**config.mk**
```make
export PLATFORM = sky130hd
export DESIGN_NAME = ffza_ctrl
export DESIGN_NICKNAME = d
export VERILOG_FILES = /design/src/rtl/core/ffza_pkg.sv /design/src/rtl/core/ffza_ctrl.sv
export VERILOG_INCLUDE_DIRS = /design/src /design/src/rtl/core
export SDC_FILE = /design/constraint.sdc
export NUM_CORES = 1
export LEC_CHECK = 0
export BUFFER_PORTS_ARGS = -buffer_cell sky130_fd_sc_hd__buf_2
export CELL_PAD_IN_SITES_DETAIL_PLACEMENT = 0
export CELL_PAD_IN_SITES_GLOBAL_PLACEMENT = 1
export CORE_ASPECT_RATIO = 1.4
export CORE_MARGIN = 2
export CORE_UTILIZATION = 38
export DETAILED_ROUTE_END_ITERATION = 8
export GPL_TIMING_DRIVEN = 0
export PLACE_DENSITY_LB_ADDON = 0.08
export SYNTH_ARGS = -nofsm -noshare
export SYNTH_HDL_FRONTEND = slang
export SYNTH_SLANG_ARGS = --single-unit
```
**constraint.sdc**
```tcl
create_clock -name i_clk -period 1.8 [get_ports i_clk]
set_clock_uncertainty 0.2 [all_clocks]
set_input_delay 0 -clock i_clk [delete_from_list [all_inputs] [get_ports i_clk]]
set_output_delay 0 -clock i_clk [all_outputs]
set_load 0.005 [all_outputs]
```
**src/rtl/core/first_fit_zone_allocator_top_assert.svh**
```systemverilog
// assertion macros of the allocator rtl, used by ffza_ctrl
// expects i_clk and i_rst_n in the scope where a macro is used
`ifndef FIRST_FIT_ZONE_ALLOCATOR_TOP_ASSERT_SVH
`define FIRST_FIT_ZONE_ALLOCATOR_TOP_ASSERT_SVH

// same-cycle implication
`define FFZA_ASSERT_IMP(name, ante, cons) \
    name: assert property (@(posedge i_clk) disable iff (!i_rst_n) (ante) |-> (cons)) \
        else $error("ffza assertion failed");

// next-cycle implication
`define FFZA_ASSERT_NXT(name, ante, cons) \
    name: assert property (@(posedge i_clk) disable iff (!i_rst_n) (ante) |=> (cons)) \
        else $error("ffza assertion failed");

`endif

```
**src/rtl/core/ffza_pkg.sv**
```systemverilog
// shared constants, types and helpers of the first-fit zone allocator
// no dependencies
package ffza_pkg;

    localparam int ARENA_BYTES        = 65536;
    localparam int HEADER_BYTES       = 24;
    localparam int MIN_FRAGMENT_BYTES = 64;
    localparam int TRAILER_BYTES      = 4;

    localparam int GRANULES  = ARENA_BYTES / 8;
    localparam int CAP       = GRANULES;
    localparam int IDX_W     = $clog2(GRANULES + 1);
    localparam int MAP_AW    = $clog2(GRANULES);
    localparam int GUARD_LIM = GRANULES + 2;
    localparam int GUARD_W   = $clog2(GRANULES + 4);
    localparam int FRAG_GRAN = MIN_FRAGMENT_BYTES / 8;
    localparam int PAD_BYTES = HEADER_BYTES + TRAILER_BYTES + 7;

    localparam int CMD_W  = 1;
    localparam int REQ_W  = 16;
    localparam int TAG_W  = 16;
    localparam int OFF_W  = 16;
    localparam int STAT_W = 3;
    localparam int RGN_W  = 17;

    localparam logic [CMD_W-1:0] CMD_ALLOC = 1'b0;
    localparam logic [CMD_W-1:0] CMD_FREE  = 1'b1;

    typedef enum logic [STAT_W-1:0] {
        ST_OK           = 3'd0,
        ST_NO_SPACE     = 3'd1,
        ST_ZERO_TAG     = 3'd2,
        ST_NOT_BLOCK    = 3'd3,
        ST_ALREADY_FREE = 3'd4
    } t_status;

    typedef enum logic [3:0] {
        OP_NOP,
        OP_CAP,
        OP_CLEAR,
        OP_LOAD,
        OP_A_PRV,
        OP_A_STOP,
        OP_A_RD,
        OP_A_EV,
        OP_A_W1,
        OP_A_W2,
        OP_F_RD,
        OP_F_CHK,
        OP_F_CLR,
        OP_F_M1,
        OP_F_RD2,
        OP_F_M2
    } t_dp_op;

    typedef struct packed {
        t_dp_op op;
        logic   ld_out;
        logic   ok_alloc;
    } t_dp_cmd;

    typedef struct packed {
        logic clr_last;
        logic is_free;
        logic zero_tag;
        logic bad_off;
        logic a_found;
        logic a_fail;
        logic f_bad;
        logic f_dbl;
    } t_dp_flags;

    // block after b: the cap wraps to block 0, the region end leads to the cap
    function automatic logic [IDX_W-1:0] follow(input logic [IDX_W-1:0] b,
                                                 input logic [IDX_W-1:0] g,
                                                 input logic [IDX_W-1:0] rg);
        logic [IDX_W:0]   n;
        logic [IDX_W-1:0] res;
        n = {1'b0, b} + {1'b0, g};
        if (b >= IDX_W'(CAP)) begin
            res = '0;
        end else if (n >= {1'b0, rg}) begin
            res = IDX_W'(CAP);
        end else begin
            res = n[IDX_W-1:0];
        end
        return res;
    endfunction

endpackage

```
**src/rtl/core/ffza_ctrl.sv**
```systemverilog
// sequencer of the allocator: init sweep, allocate scan and free merge steps
// depends on ffza_pkg and the assertion macro header
`include "first_fit_zone_allocator_top_assert.svh"

module ffza_ctrl import ffza_pkg::*; (
    input  logic              i_clk,
    input  logic              i_rst_n,
    input  logic              i_in_valid,
    output logic              o_in_ready,
    output logic              o_out_valid,
    input  logic              i_out_ready,
    output logic [STAT_W-1:0] o_out_status,
    input  logic              i_cfg_fire,
    output t_dp_cmd           o_cmd,
    input  t_dp_flags         i_flags
);
    typedef enum logic [4:0] {
        S_CAP, S_CLR, S_IDLE, S_DISP,
        S_A_PRV, S_A_STOP, S_A_RD, S_A_EV, S_A_W1, S_A_W2,
        S_F_RD, S_F_CHK, S_F_CLR, S_F_M1, S_F_RD2, S_F_M2,
        S_RESULT
    } t_state;

    t_state  r_state, n_state;
    t_status r_status, n_status;
    logic    r_out_valid, n_out_valid;
    t_status r_out_status, n_out_status;
    logic    in_fire;

    assign o_in_ready = (r_state == S_IDLE);
    assign in_fire    = i_in_valid && o_in_ready;

    always_comb begin
        n_state      = r_state;
        n_status     = r_status;
        n_out_valid  = r_out_valid;
        n_out_status = r_out_status;
        o_cmd        = '{op: OP_NOP, ld_out: 1'b0, ok_alloc: 1'b0};
        if (r_out_valid && i_out_ready) begin
            n_out_valid = 1'b0;
        end
        case (r_state)
            S_CAP: begin
                o_cmd.op = OP_CAP;
                n_state  = S_CLR;
            end
            S_CLR: begin
                o_cmd.op = OP_CLEAR;
                if (i_flags.clr_last) begin
                    n_state = S_IDLE;
                end
            end
            S_IDLE: begin
                if (in_fire) begin
                    o_cmd.op = OP_LOAD;
                    n_state  = S_DISP;
                end
            end
            S_DISP: begin
                if (!i_flags.is_free) begin
                    if (i_flags.zero_tag) begin
                        n_status = ST_ZERO_TAG;
                        n_state  = S_RESULT;
                    end else begin
                        n_state = S_A_PRV;
                    end
                end else if (i_flags.bad_off) begin
                    n_status = ST_NOT_BLOCK;
                    n_state  = S_RESULT;
                end else begin
                    n_state = S_F_RD;
                end
            end
            S_A_PRV: begin
                o_cmd.op = OP_A_PRV;
                n_state  = S_A_STOP;
            end
            S_A_STOP: begin
                o_cmd.op = OP_A_STOP;
                n_state  = S_A_RD;
            end
            S_A_RD: begin
                o_cmd.op = OP_A_RD;
                n_state  = S_A_EV;
            end
            S_A_EV: begin
                o_cmd.op = OP_A_EV;
                if (i_flags.a_found) begin
                    n_state = S_A_W1;
                end else if (i_flags.a_fail) begin
                    n_status = ST_NO_SPACE;
                    n_state  = S_RESULT;
                end else begin
                    n_state = S_A_RD;
                end
            end
            S_A_W1: begin
                o_cmd.op = OP_A_W1;
                n_state  = S_A_W2;
            end
            S_A_W2: begin
                o_cmd.op = OP_A_W2;
                n_status = ST_OK;
                n_state  = S_RESULT;
            end
            S_F_RD: begin
                o_cmd.op = OP_F_RD;
                n_state  = S_F_CHK;
            end
            S_F_CHK: begin
                o_cmd.op = OP_F_CHK;
                if (i_flags.f_bad) begin
                    n_status = ST_NOT_BLOCK;
                    n_state  = S_RESULT;
                end else if (i_flags.f_dbl) begin
                    n_status = ST_ALREADY_FREE;
                    n_state  = S_RESULT;
                end else begin
                    n_state = S_F_CLR;
                end
            end
            S_F_CLR: begin
                o_cmd.op = OP_F_CLR;
                n_state  = S_F_M1;
            end
            S_F_M1: begin
                o_cmd.op = OP_F_M1;
                n_state  = S_F_RD2;
            end
            S_F_RD2: begin
                o_cmd.op = OP_F_RD2;
                n_state  = S_F_M2;
            end
            S_F_M2: begin
                o_cmd.op = OP_F_M2;
                n_status = ST_OK;
                n_state  = S_RESULT;
            end
            S_RESULT: begin
                if (!r_out_valid || i_out_ready) begin
                    o_cmd.ld_out   = 1'b1;
                    o_cmd.ok_alloc = (r_status == ST_OK) && !i_flags.is_free;
                    n_out_valid    = 1'b1;
                    n_out_status   = r_status;
                    n_state        = S_IDLE;
                end
            end
            default: begin
                n_state = S_CAP;
            end
        endcase
        // a register write rebuilds the arena
        if (i_cfg_fire) begin
            n_state = S_CAP;
        end
    end

    always_ff @(posedge i_clk) begin
        if (!i_rst_n) begin
            r_state      <= S_CAP;
            r_status     <= ST_OK;
            r_out_valid  <= 1'b0;
            r_out_status <= ST_OK;
        end else begin
            r_state      <= n_state;
            r_status     <= n_status;
            r_out_valid  <= n_out_valid;
            r_out_status <= n_out_status;
        end
    end

    assign o_out_valid  = r_out_valid;
    assign o_out_status = r_out_status;

    `FFZA_ASSERT_NXT(a_accept_dispatch, in_fire && !i_cfg_fire, r_state == S_DISP)
    `FFZA_ASSERT_NXT(a_cfg_rebuild, i_cfg_fire, r_state == S_CAP)
    `FFZA_ASSERT_NXT(a_scan_fail_status,
        r_state == S_A_EV && !i_flags.a_found && i_flags.a_fail && !i_cfg_fire,
        r_state == S_RESULT && r_status == ST_NO_SPACE)
    `FFZA_ASSERT_NXT(a_result_waits,
        r_state == S_RESULT && r_out_valid && !i_out_ready && !i_cfg_fire,
        r_state == S_RESULT && r_out_valid)
endmodule

```
==> metrics.md <==
| Metric | Value |
|---|---|
| Status | finished, final reports clean |
| Unrepaired setup endpoints after global routing | false |
| Grt ovf | 0 |
| Core ar. | around 2400 µm² |
| Relative slew slack | 73.0% |
| CP Max Fanout | 10 |
| Most frequent cells in the layout | buf_2 (24), dlygate4sd3_1 (12), dfxtp_1 (12), nor2_1 (10) |
| Commonest non-fill, non-tap cell in the layout | buf_2 |
| DRT Pass-1 Iters | 4 |
| Post-synth ARST share | 0% |
| Post-route cell area | 1280 µm² |
| Setup crit end kind | output port |
| Initial core utilization | approximately 40% |
| DP Cell Count | roughly 170 |
| Top FF cell, synth | dfxtp_1 |
| Area delta synth->final | 34.7% |
| Dominant cells by area after synthesis | dfxtp_1 (25%), mux2i_1 (5.3%), nor2_1 (4.0%), nor2b_1 (4.0%), buf_6 (3.6%) |
| Post-layout util | around 53% |
| Seq/Total Area, Yosys | 25.4% |
| Pin count of the biggest net entering global routing | 11 |
| H-Tree Depth | 1 |
| M3 GR Usage | roughly 2.6% |
| Met2 Use GR | between 30% and 40% |
| Synth warn | 0 |
| Port bufs | 22 |
| Die area | a little under 3000 µm² |
| Internal power | 0.403 mW |
| Power Density | 432 nW/µm² |
| Max Fclk | just under 0.6 GHz |
| Final Cycle Share | 93.6% |
| Total Wirelength | approximately 2.6 mm |
| CTS tree | yes |
| Syn avg cell area | around 8.5 µm² |
| Sw Pwr | 0.149 mW |
| Leakage | roughly 0.55 nW |
| Layout Cells excl Fill | around 190 |
| Vias per cell | 5.17 |
| Syn nets | 125 |
| Unique masters post-synth | 47 |
| Clock share of power | approximately 31% |
| I/O Pins | 24 |
| Clock sink count | 12 |
| Cell taking the most area after synthesis | dfxtp_1 |
| Clock latency on the worst-skew pair | 0.28 ns |
| Global-route wire length before repair | between 4 and 5 mm |
| Synth top area share | approximately a quarter |
| Antenna violations before repair | 0 |
| Crit path arrival time | between 1 and 1.5 ns |
| WHS Path Cells | 4 |
| Final ANT Viol Nets | 0 |
| Setup tns final | 0 ns |
| Vias in the first global route | roughly 1,000 |
| Placer Congestion | approximately 0.80 |
| Total CTS buffers | 3 |
| Std-Cell Rows | 21 |
| Clk slew on worst S/H paths | approximately 0.07 ns |
| Number of synthesized flops with an enable pin | 0 |
| Routed WL per cell | 13.9 µm |
| Final setup vio count | 0 |
| Fin nets | 167 |
| Max Cap Viol | 0 |
| Placed wire-length estimate | 1.89 mm |
| Final Max Slew Viols | 0 |
| Grt peak-use layer | met2 |
| Post-DP Area | between 1000 and 1500 µm² |
| Final worst setup slack | ~0.11 ns |
| Place WS | roughly 0.16 ns |
| Worst reg2reg path depth | 5 |
| Layout cells sized above 1 | 33.6% |
| Comb pwr share | between 10% and 20% |
| Total global-route track usage | a little over a fifth |
| CTS Root Cell | clkbuf_4 |
| Synthesized cell area | approximately 950 µm² |
| Final hold violations | 0 |
| Sequential Power Share | 49.2% |
| Hold crit path type | in2reg |
| Required @ worst endpoint | between 1.5 and 2 ns |
| DRT iter0 DRCs | 23 |
| GR Util met1 | between 20% and 30% |
| Die W | 46.2 µm |
| Switching part of the total | a little over a quarter |
| DRC viols | 0 |
| Cells after Synth | ~110 |
| CTS max path bufs | 2 |
| Minimum clock period | 1.69 ns |
| Antenna diode count | 0 |
| Least-Margin Pin Slew | between 0.4 and 0.5 ns |
| Vias | between 900 and 1k |
| #FFs+latches synth | 12 |
| Die Y-Extent | around 63 µm |
| CP Class | reg2out |
| Critical Path Source Type | register |
| Peak VDD IR | around 400 µV |
path summary, 6_finish.rpt:
check	slack (ns)	start	to
worst max-delay path	0.11	r_state[3]	o_cmd[2]
worst min-delay path	0.001	i_flags[0]	r_status[1]
worst max register to register	0.15	r_state[3]	r_status[1]
worst min register to register	0.28	r_status[2]	r_status[2]
per-stage QoR:
step / power (mW) / hold WS [ns]
floorplan: 0.328 / -0.0875
CTS: 0.554 / 0.00356
detailed placement: 0.364 / 0.135
global placement: 0.362 / 0.130
finish: 0.551 / 0.000977
global route: 0.577 / 0.0391
routing by layer:
| layer | part of all wire (%) | wire (µm) | up-vias |
|---|---|---|---|
| met4 | 1.9 | 50 | 0 |
| met3 | 2.4 | 62 | 6 |
| li1 | - | - | 495 |
| met2 | 53 | 1380 | 18 |
| met1 | 42 | 1090 | 443 |
| met5 | 0 | 0 | - |
area by class of cell:
class	count	area, µm²
buffer	9	67.6
clock buffer	3	22.5
multi-input combinational	86	632
inverter	5	18.8
fill	244	1110
timing repair buffer	37	253
sequential	12	240
tap	34	42.5
flip-flops by register name, summed over array words and instances (netlist names):
name / count
o_out_status: 3
o_out_valid: 1
r_state: 5
r_status: 3
synth_stat cells (2+ instances only):
cell type / n
o21ai_0: 3
nand3b_1: 2
o22ai_1: 2
nand2b_4: 2
buf_2: 3
nand2b_1: 3
buf_6: 3
a2111oi_2: 2
nor2_1: 10
nand4b_1: 2
and3b_1: 2
inv_1: 4
o21ai_1: 5
nor2b_1: 6
nand3_1: 2
nor4_1: 2
a21boi_0: 2
a31oi_1: 3
a21oi_1: 5
or2_1: 2
nor3_1: 3
nand2_1: 4
dfxtp_1: 12
mux2i_1: 5
power by group through the flow:
stage	registers, mW	clock network (mW)	logic (mW)
2_1_floorplan	0.276	0	0.0515
3_3_place_gp	0.277	0	0.0848
3_5_place_dp	0.277	0	0.0869
4_1_cts	0.271	0.175	0.107
5_1_grt	0.271	0.184	0.121
6_report	0.271	0.171	0.110
cell families (layout without fill, tap and decap cells):
logic type | count (synthesis) | count (layout) | share of synthesized area (%)
and+or+nand+nor | 49 | 49 | 34.5
AOI/OAI and AO/OA | 32 | 32 | 26.2
buffers and inverters | 14 | 54 | 8.72
DFF | 12 | 12 | 25.4
muxes | 5 | 5 | 5.28
worst max-delay path: stages (launching register included):
cell	delay (ns)
dfxtp_1	0.31
buf_6	0.14
or2_1	0.22
buf_6	0.14
nor3_2	0.14
a21oi_1	0.06
nor2_1	0.08
buf_2	0.11
what timing repair did:
item,4_1_cts,5_1_grt
buffers inserted,0,3
endpoints found under the hold margin,12,0
resized for setup,0,5
setup endpoints to repair,0,3
hold buffers,12,0
Power figures use the tool's default switching activity.
